===== src/sv/tls_extension_list_deframer_defines.svh =====
// ----------------------------------------------------------------------------
// TLS extension list deframer assertion macros
// Concurrent check macros; they expand to nothing in synthesis.
// ----------------------------------------------------------------------------
`ifndef TLS_EXTENSION_LIST_DEFRAMER_DEFINES_SVH
`define TLS_EXTENSION_LIST_DEFRAMER_DEFINES_SVH

`ifndef SYNTHESIS
`define TED_ASSERT_SAME(label, clk, rst, ante, cons) \
  label: assert property (@(posedge clk) disable iff (rst) (ante) |-> (cons)) \
    else $error("tls deframer check failed");
`define TED_ASSERT_NEXT(label, clk, rst, ante, cons) \
  label: assert property (@(posedge clk) disable iff (rst) (ante) |=> (cons)) \
    else $error("tls deframer check failed");
`else
`define TED_ASSERT_SAME(label, clk, rst, ante, cons)
`define TED_ASSERT_NEXT(label, clk, rst, ante, cons)
`endif

`endif


===== src/sv/tls_ext_pkg.sv =====
// ----------------------------------------------------------------------------
// TLS extension deframer package
// Result item layout and event kind codes.
// ----------------------------------------------------------------------------
`default_nettype none

package tls_ext_pkg;

  localparam logic [1:0] KIND_HEADER = 2'd0;
  localparam logic [1:0] KIND_DATA   = 2'd1;
  localparam logic [1:0] KIND_END    = 2'd2;

  localparam int unsigned ResDepth = 4;
  localparam int unsigned PtrW     = $clog2(ResDepth);
  localparam int unsigned CntW     = $clog2(ResDepth + 1);

  typedef struct packed {
    logic [1:0]  kind;
    logic [15:0] ext_type;
    logic [15:0] ext_size;
    logic [7:0]  payload_byte;
    logic        ext_final;
    logic        status;
    logic        last;
  } res_t;

endpackage

`default_nettype wire


===== src/sv/tls_extension_list_deframer.sv =====
// ----------------------------------------------------------------------------
// TLS extension list deframer
// Splits a length-prefixed extension block into header, data and end items.
// ----------------------------------------------------------------------------
//  channel | signals                                   | accepted when
//  --------+-------------------------------------------+------------------------
//  in      | has_byte, data_byte, block_end            | in_valid && in_ready
//  out     | kind, ext_type, ext_size, payload_byte,   | out_valid && out_ready
//          | ext_final, status, last                   |
//
//  One input item per cycle while in_ready is high; each item is decoded in the cycle it is taken.
//  Results enter a four-entry result queue and leave one per cycle while out_ready
//  is high, so an item with two results takes two output transfers.
//  in_ready is high while the queue holds two or fewer results.
//  Synchronous reset returns to the length high byte phase with an empty queue.
// ----------------------------------------------------------------------------
`default_nettype none

`include "tls_extension_list_deframer_defines.svh"

module tls_extension_list_deframer
  import tls_ext_pkg::*;
(
  input  wire logic        clk,
  input  wire logic        rst,
  input  wire logic        in_valid,
  output logic             in_ready,
  input  wire logic        has_byte,
  input  wire logic [7:0]  data_byte,
  input  wire logic        block_end,
  output logic             out_valid,
  input  wire logic        out_ready,
  output logic [1:0]       kind,
  output logic [15:0]      ext_type,
  output logic [15:0]      ext_size,
  output logic [7:0]       payload_byte,
  output logic             ext_final,
  output logic             status,
  output logic             last
);

  typedef enum logic [2:0] {
    PH_LEN_HI  = 3'd0,
    PH_LEN_LO  = 3'd1,
    PH_TYPE_HI = 3'd2,
    PH_TYPE_LO = 3'd3,
    PH_SIZE_HI = 3'd4,
    PH_SIZE_LO = 3'd5,
    PH_DATA    = 3'd6
  } phase_t;

  phase_t      phase, phase_next;
  logic [15:0] block_remaining, block_remaining_next;
  logic [15:0] current_type, current_type_next;
  logic [15:0] ext_remaining, ext_remaining_next;
  logic [15:0] ext_declared, ext_declared_next;
  logic [7:0]  held_high_byte, held_high_byte_next;
  logic        error_seen, error_seen_next;

  res_t            res_mem [ResDepth];
  logic [PtrW-1:0] wr_ptr;
  logic [PtrW-1:0] rd_ptr;
  logic [CntW-1:0] count;

  logic        accept;
  logic        pop;
  logic        byte_ev;
  logic        end_ev;
  logic        end_ok;
  res_t        byte_res;
  res_t        end_res;
  res_t        slot_a;
  res_t        slot_b;
  logic [1:0]  n_push;
  logic [15:0] word;
  logic [15:0] brem_dec;
  logic [15:0] erem_dec;

  assign accept   = in_valid && in_ready;
  assign out_valid = (count != '0);
  assign pop      = out_valid && out_ready;
  assign in_ready = (count <= CntW'(ResDepth - 2));

  assign word     = {held_high_byte, data_byte};
  assign brem_dec = block_remaining - 16'd1;
  assign erem_dec = ext_remaining - 16'd1;

  always_comb begin
    phase_next           = phase;
    block_remaining_next = block_remaining;
    current_type_next    = current_type;
    ext_remaining_next   = ext_remaining;
    ext_declared_next    = ext_declared;
    held_high_byte_next  = held_high_byte;
    error_seen_next      = error_seen;
    byte_ev              = 1'b0;
    byte_res             = '0;
    end_ev               = 1'b0;
    end_ok               = 1'b0;
    end_res              = '0;

    if (accept && has_byte && !error_seen) begin
      unique case (phase)
        PH_LEN_HI: begin
          held_high_byte_next = data_byte;
          phase_next          = PH_LEN_LO;
        end
        PH_LEN_LO: begin
          block_remaining_next = word;
          phase_next           = PH_TYPE_HI;
        end
        PH_TYPE_HI, PH_SIZE_HI: begin
          if (block_remaining == 16'd0) begin
            error_seen_next = 1'b1;
          end else begin
            block_remaining_next = brem_dec;
            held_high_byte_next  = data_byte;
            phase_next           = (phase == PH_TYPE_HI) ? PH_TYPE_LO : PH_SIZE_LO;
          end
        end
        PH_TYPE_LO: begin
          if (block_remaining == 16'd0) begin
            error_seen_next = 1'b1;
          end else begin
            block_remaining_next = brem_dec;
            current_type_next    = word;
            phase_next           = PH_SIZE_HI;
          end
        end
        PH_SIZE_LO: begin
          if (block_remaining == 16'd0) begin
            error_seen_next = 1'b1;
          end else if (word > brem_dec) begin
            block_remaining_next = brem_dec;
            error_seen_next      = 1'b1;
          end else begin
            block_remaining_next  = brem_dec - word;
            ext_declared_next     = word;
            ext_remaining_next    = word;
            byte_ev               = 1'b1;
            byte_res.kind         = KIND_HEADER;
            byte_res.ext_type     = current_type;
            byte_res.ext_size     = word;
            phase_next            = (word == 16'd0) ? PH_TYPE_HI : PH_DATA;
          end
        end
        PH_DATA: begin
          ext_remaining_next    = erem_dec;
          byte_ev               = 1'b1;
          byte_res.kind         = KIND_DATA;
          byte_res.ext_type     = current_type;
          byte_res.ext_size     = ext_declared;
          byte_res.payload_byte = data_byte;
          byte_res.ext_final    = (erem_dec == 16'd0);
          if (erem_dec == 16'd0) begin
            phase_next = PH_TYPE_HI;
          end
        end
        default: begin
          error_seen_next = 1'b1;
        end
      endcase
    end

    if (accept && block_end) begin
      end_ev         = 1'b1;
      end_ok         = !error_seen_next && ((phase_next == PH_LEN_HI) ||
                       ((phase_next == PH_TYPE_HI) && (block_remaining_next == 16'd0)));
      end_res.kind   = KIND_END;
      end_res.status = !end_ok;
      end_res.last   = 1'b1;
      phase_next           = PH_LEN_HI;
      block_remaining_next = '0;
      current_type_next    = '0;
      ext_remaining_next   = '0;
      ext_declared_next    = '0;
      held_high_byte_next  = '0;
      error_seen_next      = 1'b0;
    end

    byte_res.last = !end_ev;
    slot_a = byte_ev ? byte_res : end_res;
    slot_b = end_res;
    n_push = {1'b0, byte_ev} + {1'b0, end_ev};
  end

  always_ff @(posedge clk) begin
    if (rst) begin
      phase           <= PH_LEN_HI;
      block_remaining <= '0;
      current_type    <= '0;
      ext_remaining   <= '0;
      ext_declared    <= '0;
      held_high_byte  <= '0;
      error_seen      <= 1'b0;
      wr_ptr          <= '0;
      rd_ptr          <= '0;
      count           <= '0;
    end else begin
      phase           <= phase_next;
      block_remaining <= block_remaining_next;
      current_type    <= current_type_next;
      ext_remaining   <= ext_remaining_next;
      ext_declared    <= ext_declared_next;
      held_high_byte  <= held_high_byte_next;
      error_seen      <= error_seen_next;
      wr_ptr          <= wr_ptr + PtrW'(n_push);
      if (pop) begin
        rd_ptr <= rd_ptr + PtrW'(1);
      end
      count <= count + CntW'(n_push) - CntW'(pop);
    end
  end

  always_ff @(posedge clk) begin
    if (n_push != 2'd0) begin
      res_mem[wr_ptr] <= slot_a;
    end
    if (n_push == 2'd2) begin
      res_mem[wr_ptr + PtrW'(1)] <= slot_b;
    end
  end

  assign kind         = res_mem[rd_ptr].kind;
  assign ext_type     = res_mem[rd_ptr].ext_type;
  assign ext_size     = res_mem[rd_ptr].ext_size;
  assign payload_byte = res_mem[rd_ptr].payload_byte;
  assign ext_final    = res_mem[rd_ptr].ext_final;
  assign status       = res_mem[rd_ptr].status;
  assign last         = res_mem[rd_ptr].last;

  `TED_ASSERT_SAME(a_queue_bound, clk, rst, 1'b1, count <= CntW'(ResDepth))
  `TED_ASSERT_NEXT(a_end_resets, clk, rst, accept && block_end,
                   (phase == PH_LEN_HI) && !error_seen)
  `TED_ASSERT_NEXT(a_idle_item_holds, clk, rst, accept && !has_byte && !block_end,
                   $stable(phase) && $stable(block_remaining))
  `TED_ASSERT_SAME(a_error_silent, clk, rst, error_seen && !rst, !byte_ev)

endmodule

`default_nettype wire


===== config.mk =====
export PLATFORM = sky130hd
export DESIGN_NAME = tls_extension_list_deframer
export DESIGN_NICKNAME = d
export VERILOG_FILES = /design/src/sv/tls_ext_pkg.sv /design/src/sv/tls_extension_list_deframer.sv
export VERILOG_INCLUDE_DIRS = /design/src /design/src/sv
export SDC_FILE = /design/constraint.sdc
export NUM_CORES = 1
export LEC_CHECK = 0
export BUFFER_PORTS_ARGS = -buffer_cell sky130_fd_sc_hd__buf_2
export CAP_MARGIN = 20
export CORE_MARGIN = 2
export CORE_UTILIZATION = 60
export CTS_CLUSTER_SIZE = 28
export DETAILED_ROUTE_END_ITERATION = 10
export GPL_TIMING_DRIVEN = 0
export HOLD_SLACK_MARGIN = 0.12
export PLACE_DENSITY_LB_ADDON = 0.05
export SLEW_MARGIN = 15
export SYNTH_ARGS = -nofsm -noshare
export SYNTH_HDL_FRONTEND = slang
export SYNTH_SLANG_ARGS = --single-unit

===== constraint.sdc =====
create_clock -name clk -period 6.1 [get_ports clk]
set_input_delay 0.305 -clock clk [delete_from_list [all_inputs] [get_ports clk]]
set_output_delay 0.305 -clock clk [all_outputs]
set_load 0.005 [all_outputs]

Word level (Yosys, flattened, before mapping)
Memories as Yosys holds them, arrays and structs flattened. A register that Yosys moved wholly into a read port is not among the register bits.
Cells that the tools add are included.
{"block": "word_totals", "n_memories": 1, "ff_bits": 83, "ram_bits": 180, "output_inout_bits": 47, "elab_cells": 108}
{"block": "op_classes", "bitwise": 2, "reduce_logical": 30, "n_eq_ne": 11, "n_mux": 43, "n_addsub": 9, "n_lt_le_gt_ge": 2}
{"memory": "res_mem", "depth": 4, "width": 45, "rd": 1, "rd_ports_with_merged_regs": 1, "write_ports": 2, "line_no": "tls_extension_list_deframer.sv:60", "text": "res_t res_mem [ResDepth];"}
{"operator": "$mux W16", "n": 6}
{"operator": "$pmux W34 S2", "n": 1}
{"operator": "$logic_not A16 Y1", "n": 4}
{"operator": "$mux W32", "n": 2}
{"operator": "$pmux W16 S3", "n": 1}
{"operator": "$mux W45", "n": 1}
{"operator": "$mux W43", "n": 1}
{"operator": "$pmux W16 S2", "n": 1}
{"operator": "$sub A16 B1 Y16 const B", "n": 2}
{"operator": "$mux W3", "n": 8}
{"operator": "$pmux W3 S6", "n": 1}
{"operator": "$gt A16 B16 Y1", "n": 1}
{"operator": "$pmux W8 S2", "n": 1}
{"operator": "$sub A16 B16 Y16", "n": 1}
{"operator": "$mux W1", "n": 12}
{"operator": "$eq A3 B2 Y1 const B", "n": 3}
{"operator": "$eq A3 B3 Y1 const B", "n": 3}
{"operator": "$mux W9", "n": 1}
{"operator": "$mux W2", "n": 4}
{"operator": "$mux W8", "n": 1}
{"operator": "$reduce_and A4 Y1", "n": 2}
{"operator": "$logic_and A1 B1 Y1", "n": 7}
{"operator": "$logic_not A3 Y1", "n": 2}
{"operator": "$ne A2 B2 Y1 const B", "n": 3}
{"operator": "18 further kinds", "n": 28}

Longest topological paths before layout
Gate-level depths: netlist (run 1).
{"block": "logic_depth", "ltp_word": 13, "mapped_depth": 27, "depth_no_buf": 24}

Worst setup path before layout (run 1)
OpenSTA, ideal clock, no wires.
{"block": "synth_path", "path_kind": "reg2reg", "start": "register block_remaining[5]", "end": "register count[2]", "t_arrival_ns": 5.445, "slack_ns": 0.528, "path_buffers": 3, "required_time_ns": 5.973, "path_stages_with_launch": 25, "synth_period_minus_slack_ns": 5.572, "path_cell_list": "dfxtp_1 > or4_4 > or3_1 > clkbuf_1 > or3_1 > nand2_1 > ha_1 > a211oi_1 > o211ai_1 > o22ai_1 > o21a_1 > clkbuf_1 > nor2_2 > o21ai_2 > clkbuf_1 > ha_1 > inv_1 > ha_1 > inv_1 > ha_1 > inv_1 > fa_1 > xnor2_1 > xnor2_1 > nor2_1"}
{"block": "synth_between", "elab_chain_len": 9, "word_cells_on_any_way": 10, "cone_classes": "add/sub: 4; order compare: 1; mux: 4; reduce/logical: 1"}
{"item": "from (decl)", "line_no": "tls_extension_list_deframer.sv:53", "text": "logic [15:0] block_remaining, block_remaining_next;"}
{"item": "from (signal assigned)", "line_no": "tls_extension_list_deframer.sv:201", "text": "block_remaining <= block_remaining_next;"}
{"item": "$sub A16 B1 Y16", "line_no": "tls_extension_list_deframer.sv:85", "text": "assign brem_dec = block_remaining - 16'd1;"}
{"item": "$gt A16 B16 Y1", "line_no": "tls_extension_list_deframer.sv:133", "text": "end else if (word > brem_dec) begin"}
{"item": "$mux W1", "line_no": "tls_extension_list_deframer.sv:133"}
{"item": "$mux W1 *", "line_no": "tls_extension_list_deframer.sv:131", "text": "if (block_remaining == 16'd0) begin"}
{"item": "$pmux W1 S2 *", "line_no": "tls_extension_list_deframer.sv:103", "text": "unique case (phase)"}
{"item": "$mux W1 *", "line_no": "tls_extension_list_deframer.sv:102", "text": "if (accept && has_byte && !error_seen) begin"}
{"item": "$add A1 B1 Y2 *", "line_no": "tls_extension_list_deframer.sv:184", "text": "n_push = {1'b0, byte_ev} + {1'b0, end_ev};"}
{"item": "$add A3 B2 Y3 *", "line_no": "tls_extension_list_deframer.sv:211", "text": "count <= count + CntW'(n_push) - CntW'(pop);"}
{"item": "$sub A3 B1 Y3 *", "line_no": "tls_extension_list_deframer.sv:211"}
{"item": "to (signal assigned)", "line_no": "tls_extension_list_deframer.sv:211"}
{"item": "to (decl)", "line_no": "tls_extension_list_deframer.sv:63", "text": "logic [CntW-1:0] count;"}
Every way passes the cells marked *; elsewhere a longest branch is shown, timed or not.
A chain may end at the register's enable or synchronous reset.

==> flow_metrics.tcl, run 1 <==
set metrics [dict create \
    max_freq_mhz 170.8 \
    clock-sinks 265 \
    crit_chain "clkbuf_1 > or4_4 > or3_1 > clkbuf_1 > or3_1 > nand2_1 > ha_1 > a211oi_1 > o211ai_1 > o22ai_2 > o21a_4 > nor2_4 > o21ai_4 > clkbuf_4 > ha_1 > nor3b_4 > nor2_2 > clkbuf_1 > inv_1" \
    path_max_fanout 11 \
    reg2reg_from "block_remaining[3]$_SDFF_PP0_" \
    place_ws_ps -1203 \
    cts_tree "done" \
    synthMostInstantiatedCell "dfxtp_1" \
    rows 52 \
    maxSlewHeadroom_pct 36.63 \
    firstDrtPassIters 6 \
    grt_pass1_wl_um 57820 \
    num-nets-final 1434 \
    required_ps 6370 \
    route.met2.wl_um 16650 \
    slew_viol_final 0 \
    regToRegEndpoint "res_mem[2][44]$_DFFE_PP_" \
    synth_top_family_by_area "compound AO/OA/AOI/OAI gates" \
    whs_ps 208.5 \
    async_flop_share_pct 0 \
    setup_tns_ps 0 \
    synthFlopType "dfxtp_1" \
    crit_buf_inv 5 \
    insertion_delay_ps 570 \
    synth_compound_area_share_pct 24.50 \
    grt_use_total_pct 33.40 \
    worstRegToRegCells 19 \
    crit_slowest_cell "clkbuf_1" \
    r2r_slack_ps 240 \
    area_growth_pct 13.23 \
    vdd_drop_max_uv 268.2 \
    portBuffers 54 \
    hpwl_um 26970 \
    hold_viol 0 \
    gp_congestion 0.9967 \
    path_clk_slew_ps 60 \
    drc 0 \
    avgSynthCellArea_um2 9.625 \
    status "complete, no violations" \
    synthXorXnorAreaFrac_pct 2.235 \
    via_per_inst 6.650 \
    crit_path_start_kind "flip-flop" \
    max-cap-violations 0 \
    ys_seq_area_share_pct 43.26 \
    ioPinCount 61 \
    cts_made_buffers 28 \
    crit_path_start "block_remaining[3]$_SDFF_PP0_" \
    synth_area_um2 12540 \
    path_class "flip-flop to flip-flop" \
    clk_path_buf_depth 3 \
    worst_pin_slew_ps 947.1 \
    wire_per_inst_um 22.39 \
    core_area_um2 20360 \
    fp.dieW_um 148.6 \
    p_per_area_nw_per_um2 308.9 \
    fin_crit_ps 5855 \
    hold_depth 2 \
    dieArea_um2 22070 \
    overflow 0 \
    drt_iter0_drc 1073 \
    synth_top_area_cell "dfxtp_1" \
    setup_violations 0 \
    top_layer "met4" \
    synthSimpleGateAreaFrac_pct 13.97 \
    n_antenna_cell 0 \
    wl_met1_um 16220 \
    synth_cell_type_count 81 \
    drt-total-wl_um 37630 \
    hold_path_end "count[1]$_SDFF_PP0_" \
    critPathTopFamily "simple AND/OR/NAND/NOR gates" \
    first_global_vias 10490 \
    htree_levels 1 \
    yosys.area.top_type_share_pct 40.39 \
    holdBufCountCts 0 \
    dr_wl_met3_um 3559 \
    finalCritPeriodShare_pct 95.99 \
    synth_top_cells_by_count "253 x dfxtp_1, 162 x a22o_1, 133 x nor2_1" \
    endpoint_kind "flip-flop" \
    cp.arrival_ps 6130 \
    grt_max_degree 16 \
    syn_nets 1345 \
    synth_edf_count 12 \
    worst_slack_ps 244.5 \
    antenna_found_initial 0 \
    synth_seq_cells 265 \
    drive_above_1_share_pct 14.32 \
    synth_area_leaders "dfxtp_1 40%, a22o_1 11%, mux4_2 8.1%, nor2_1 4.0%, a21oi_1 3.5%" \
    cellLeakagePower_nw 5.372 \
    cp_slowest_stage_delay_ps 510 \
    postRouteAntennaNets 0 \
    crit_top_cell "clkbuf_1" \
    finClkSkew_ps 20.06 \
    hold_path_class "primary input to flip-flop" \
    clock-root-buffer "clkbuf_16" \
    initial_core_util_pct 61.58 \
    min-delay-start "rst" \
    yosysWarnings 0 \
    die_h_um 148.6 \
    yosys.area_share.adder_pct 2.913 \
    synth_mux_area_share_pct 8.880 \
    vias 11180 \
    synthCells 1303 \
]
[worst register-to-register path: cells and delay by family, from the launching register on]
family / cells / cell delay, ps
AOI/OAI and AO/OA: 5 / 1230
buffers and inverters: 5 / 1430
DFF: 1 / 300
and+or+nand+nor: 7 / 1910
adders and majority gates: 2 / 690
[area by class of cell]
cell class	count	area (µm²)
Tap cell	270	337.8
Clock buffer	40	777.0
Multi-Input combinational cell	899	6650
Sequential cell	265	5425
Buffer	90	367.9
Fill cell	1632	6165
Clock inverter	9	135.1
Timing Repair Buffer	62	330.3
Inverter	46	176.4
[through the flow]
step / std cells / utilization [%] / total power [mW] / instance area [µm²]
after global placement: 1627 / 64.57 / 2.687 / 13150
after detailed placement: 1627 / 64.64 / 2.695 / 13160
after CTS: 1673 / 69.32 / 4.373 / 14120
final: 1681 / 69.73 / 4.386 / 14200
after global routing: 1681 / 69.73 / 4.536 / 14200
after floorplan: 1303 / - / 2.447 / 12540
[cell usage in the layout (no fill, tap or decap), types with 9 or more instances in the layout]
cell type,netlist,final
o211ai_1,9,9
nand2b_1,10,9
nor2_1,133,129
nand3_1,13,13
nor3_1,28,26
a22o_1,162,162
clkbuf_1,84,79
dfxtp_1,253,253
xor2_1,19,19
clkbuf_16,0,29
nor2b_1,10,10
a22oi_1,24,24
inv_1,45,43
mux4_2,45,45
o21ai_0,53,52
mux2i_1,10,10
nand2_1,100,100
clkbuf_2,1,11
ha_1,26,26
edfxtp_1,12,12
a221oi_1,9,9
xnor2_1,13,13
a21oi_1,88,88
buf_2,1,55
nor4_1,10,10
[sequential cells by signal (all words and copies together), names as in the netlist, named ones only]
signal	cells
held_high_byte	8
res_mem	180
wr_ptr	2
ext_remaining	16
error_seen	1
current_type	16
rd_ptr	2
block_remaining	16
phase	3
count	3
ext_declared	16
[kinds of logic after synthesis]
| family | Yosys count |
|---|---|
| DFF | 265 |
| muxes | 55 |
| buffers and inverters | 139 |
| AOI/OAI and AO/OA | 419 |
| and+or+nand+nor | 365 |
| xor gates and xnor gates | 32 |
| adders and majority gates | 28 |
[routing by layer]
metal	GRT usage [%]	vias up
met3	5.491	75
li1	-	5042
met2	51.18	604
met4	12.19	0
met1	47.94	5457
met5	0	-
[how the worst max path moves through the flow]
stage | to | slack [ps] | depth (start not counted)
detailed placement | res_mem[1][44]$_DFFE_PP_ | -1200 | 24
CTS | res_mem[3][44]$_DFFE_PP_ | 10 | 21
floorplan | count[2]$_SDFF_PP0_ | 530 | 24
global route | res_mem[2][44]$_DFFE_PP_ | -0.07 | 19
finish | res_mem[2][44]$_DFFE_PP_ | 240 | 19
global placement | res_mem[2][44]$_DFFE_PP_ | -1180 | 20
[power breakdown]
| group | internal, mW | switching (mW) | total (mW) |
|---|---|---|---|
| registers | 1.77 | 0.0295 | 1.80 |
| logic | 0.311 | 0.581 | 0.892 |
| clock network | 0.979 | 0.714 | 1.69 |
[what timing repair did]
item                       4_1_cts  5_1_grt
buffers inserted                 0        8
setup endpoints to repair      190      179
resized for setup               18       15
pin swaps                        0        2
No activity file was read; power rests on OpenSTA's default activity.
==> inputs of run 2 (changes only) <==
Settings changed: BUFFER_PORTS_ARGS -buffer_cell sky130_fd_sc_hd__buf_2 to not set, CORE_UTILIZATION 60 to 58, DONT_BUFFER_PORTS set to 1.
Clock period 6.1 ns to 5.3 ns, I/O delays scaled along.
==> flow_metrics.tcl, run 2 (synthesis gave the netlist of run 1 again) <==
set metrics [dict create \
    status "complete, no violations" \
    num-nets-final 1385 \
    final_common_cell "dfxtp_1" \
    required_ps 5600 \
    nFillCells 1712 \
    crit_path_start_kind "flip-flop" \
    firstDrtPassIters 7 \
    rsz0062_at_grt "true" \
    max-cap-violations 0 \
    rows 53 \
    fin_crit_ps 5219 \
    endpoint_kind "flip-flop" \
    path_max_fanout 10 \
    final_cell_mix "251 x dfxtp_1, 162 x a22o_1, 129 x nor2_1" \
    wire_per_inst_um 22.82 \
    max_freq_mhz 191.6 \
    p_total_mw 5.101 \
    maxSlewHeadroom_pct 38.07 \
    hold_path_class "primary input to flip-flop" \
    antenna_found_initial 0 \
    clk_path_buf_depth 3 \
    core_area_um2 21150 \
    finalCritPeriodShare_pct 98.48 \
    largest_register_ffs 180 \
    grt_use_total_pct 32.59 \
    dieArea_um2 22810 \
    cellLeakagePower_nw 5.175 \
    critPathTopFamily "simple AND/OR/NAND/NOR gates" \
    overflow 0 \
    die_h_um 151.0 \
    via_per_inst 6.616 \
    vias 10850 \
    instances_no_fill 1640 \
    cts_made_buffers 28 \
    drt_iter0_drc 1031 \
    final_util_pct 66.79 \
    hpwl_um 26650 \
    hold_viol 0 \
    p_per_area_nw_per_um2 361.0 \
    ioPinCount 61 \
    finClkSkew_ps 9.500 \
    crit_top_cell "inv_1" \
    crit_buf_inv 5 \
    grt_pass1_wl_um 57310 \
    slew_viol_final 0 \
    initial_core_util_pct 59.28 \
    path_clk_slew_ps 60 \
    postRouteAntennaNets 0 \
    crit_slowest_cell "or4_4" \
    drive_above_1_share_pct 13.33 \
    area_growth_pct 12.67 \
    portBuffers 0 \
    cp_slowest_stage_delay_ps 610 \
    grt_max_degree 16 \
    clock-sinks 265 \
    n_antenna_cell 0 \
    first_global_vias 9943 \
    worst_pin_slew_ps 925.5 \
    dp_cells 1578 \
    cp.arrival_ps 5520 \
    clock-root-buffer "clkbuf_16" \
    drc 0 \
    path_class "flip-flop to flip-flop" \
    htree_levels 1 \
    setup_violations 0 \
    top_register "res_mem" \
    insertion_delay_ps 560 \
    gp_congestion 0.9961 \
    drt-total-wl_um 37430 \
    cts_tree "done" \
    crit_chain "or4_4 > or3_4 > or3_1 > nand2_1 > ha_2 > a211oi_1 > o211ai_1 > o22ai_2 > o21a_4 > nor2_4 > o21ai_4 > inv_1 > clkbuf_4 > ha_1 > inv_2 > nor2_2 > or2_2 > nand2_2 > clkbuf_8 > inv_1" \
    final_cell_area_um2 14130 \
    vdd_drop_max_uv 316.8 \
    fp.dieW_um 151.0 \
    place_area_um2 12920 \
]
## run 2: cell count changes in the layout (fill, tap and decap cells not counted), moves of 3 or more
cell | before | now
buf_4 | 8 | 13
buf_2 | 55 | 2
clkbuf_8 | 1 | 8
clkbuf_1 | 79 | 63
dlygate4sd3_1 | 0 | 3
ha_1 | 26 | 23
clkinvlp_4 | 1 | 5
## run 2: timing repair
item                       in CTS  in global routing
pin swaps                       3                  5
hold buffers                    3                  0
gates resized for setup        38                 38
setup buffers                   4                  7
setup endpoints to repair     198                179
gates cloned                    0                  0
hold endpoints to repair        3                  0
## run 2: worst paths after layout
path	slack (ps)	startpoint	end	cells after the start
max	80	block_remaining[10]$_SDFF_PP0_	res_mem[3][44]$_DFFE_PP_	20
max reg2reg	80	block_remaining[10]$_SDFF_PP0_	res_mem[3][44]$_DFFE_PP_	20
min reg2reg	450	res_mem[2][43]$_SDFFE_PP0P_	res_mem[2][43]$_SDFFE_PP0P_	1
min	200	data_byte[4]	ext_declared[4]$_SDFFE_PP0P_	3
## run 2: worst reg2reg max path: stages (launching register included)
cell,delay [ps]
dfxtp_1,370
or4_4,610
or3_4,370
or3_1,340
nand2_1,110
ha_2,320
a211oi_1,260
o211ai_1,140
o22ai_2,180
o21a_4,180
nor2_4,40
o21ai_4,230
inv_1,170
clkbuf_4,240
ha_1,240
inv_2,150
nor2_2,100
or2_2,350
nand2_2,220
clkbuf_8,240
inv_1,100
## run 2: final cells by class
class / instances / area (µm²) / share of cell area (%)
buffer: 89 / 412.9 / 2.922
clock buffer: 38 / 798.3 / 5.650
clock inverter: 14 / 143.9 / 1.018
inverter: 46 / 175.2 / 1.240
multi-input combinational: 899 / 6715 / 47.53
sequential: 265 / 5428 / 38.41
tap: 275 / 344.1 / 2.435
timing repair buffer: 14 / 112.6 / 0.7970
## run 2: report_power, final
| group | total, mW | switching, mW | leakage (nW) | internal, mW |
|---|---|---|---|---|
| registers | 2.07 | 0.0346 | 2.14 | 2.04 |
| logic | 1.07 | 0.679 | 2.59 | 0.393 |
| clock network | 1.95 | 0.837 | 0.447 | 1.12 |
## run 2: metal layers
layer  up-vias  routed length [µm]  track usage, %
met1      5248               16450           48.08
li1       4952                   -               -
met2       571               16140           48.50
met3        80                3563           5.422
met4         0                1275           11.07
met5         -                   0               0
## run 2: metrics by stage
stage / setup TNS, ps / hold WS (ps) / setup WS, ps
final: 0 / 198.6 / 80.64
after detailed placement: -233740 / 433.3 / -1648
after floorplan: -11.17 / 419.8 / -11.17
after global placement: -248290 / 429.2 / -1641
after CTS: 0 / 198.5 / 40.81
after global routing: -731.9 / 236.0 / -75.05
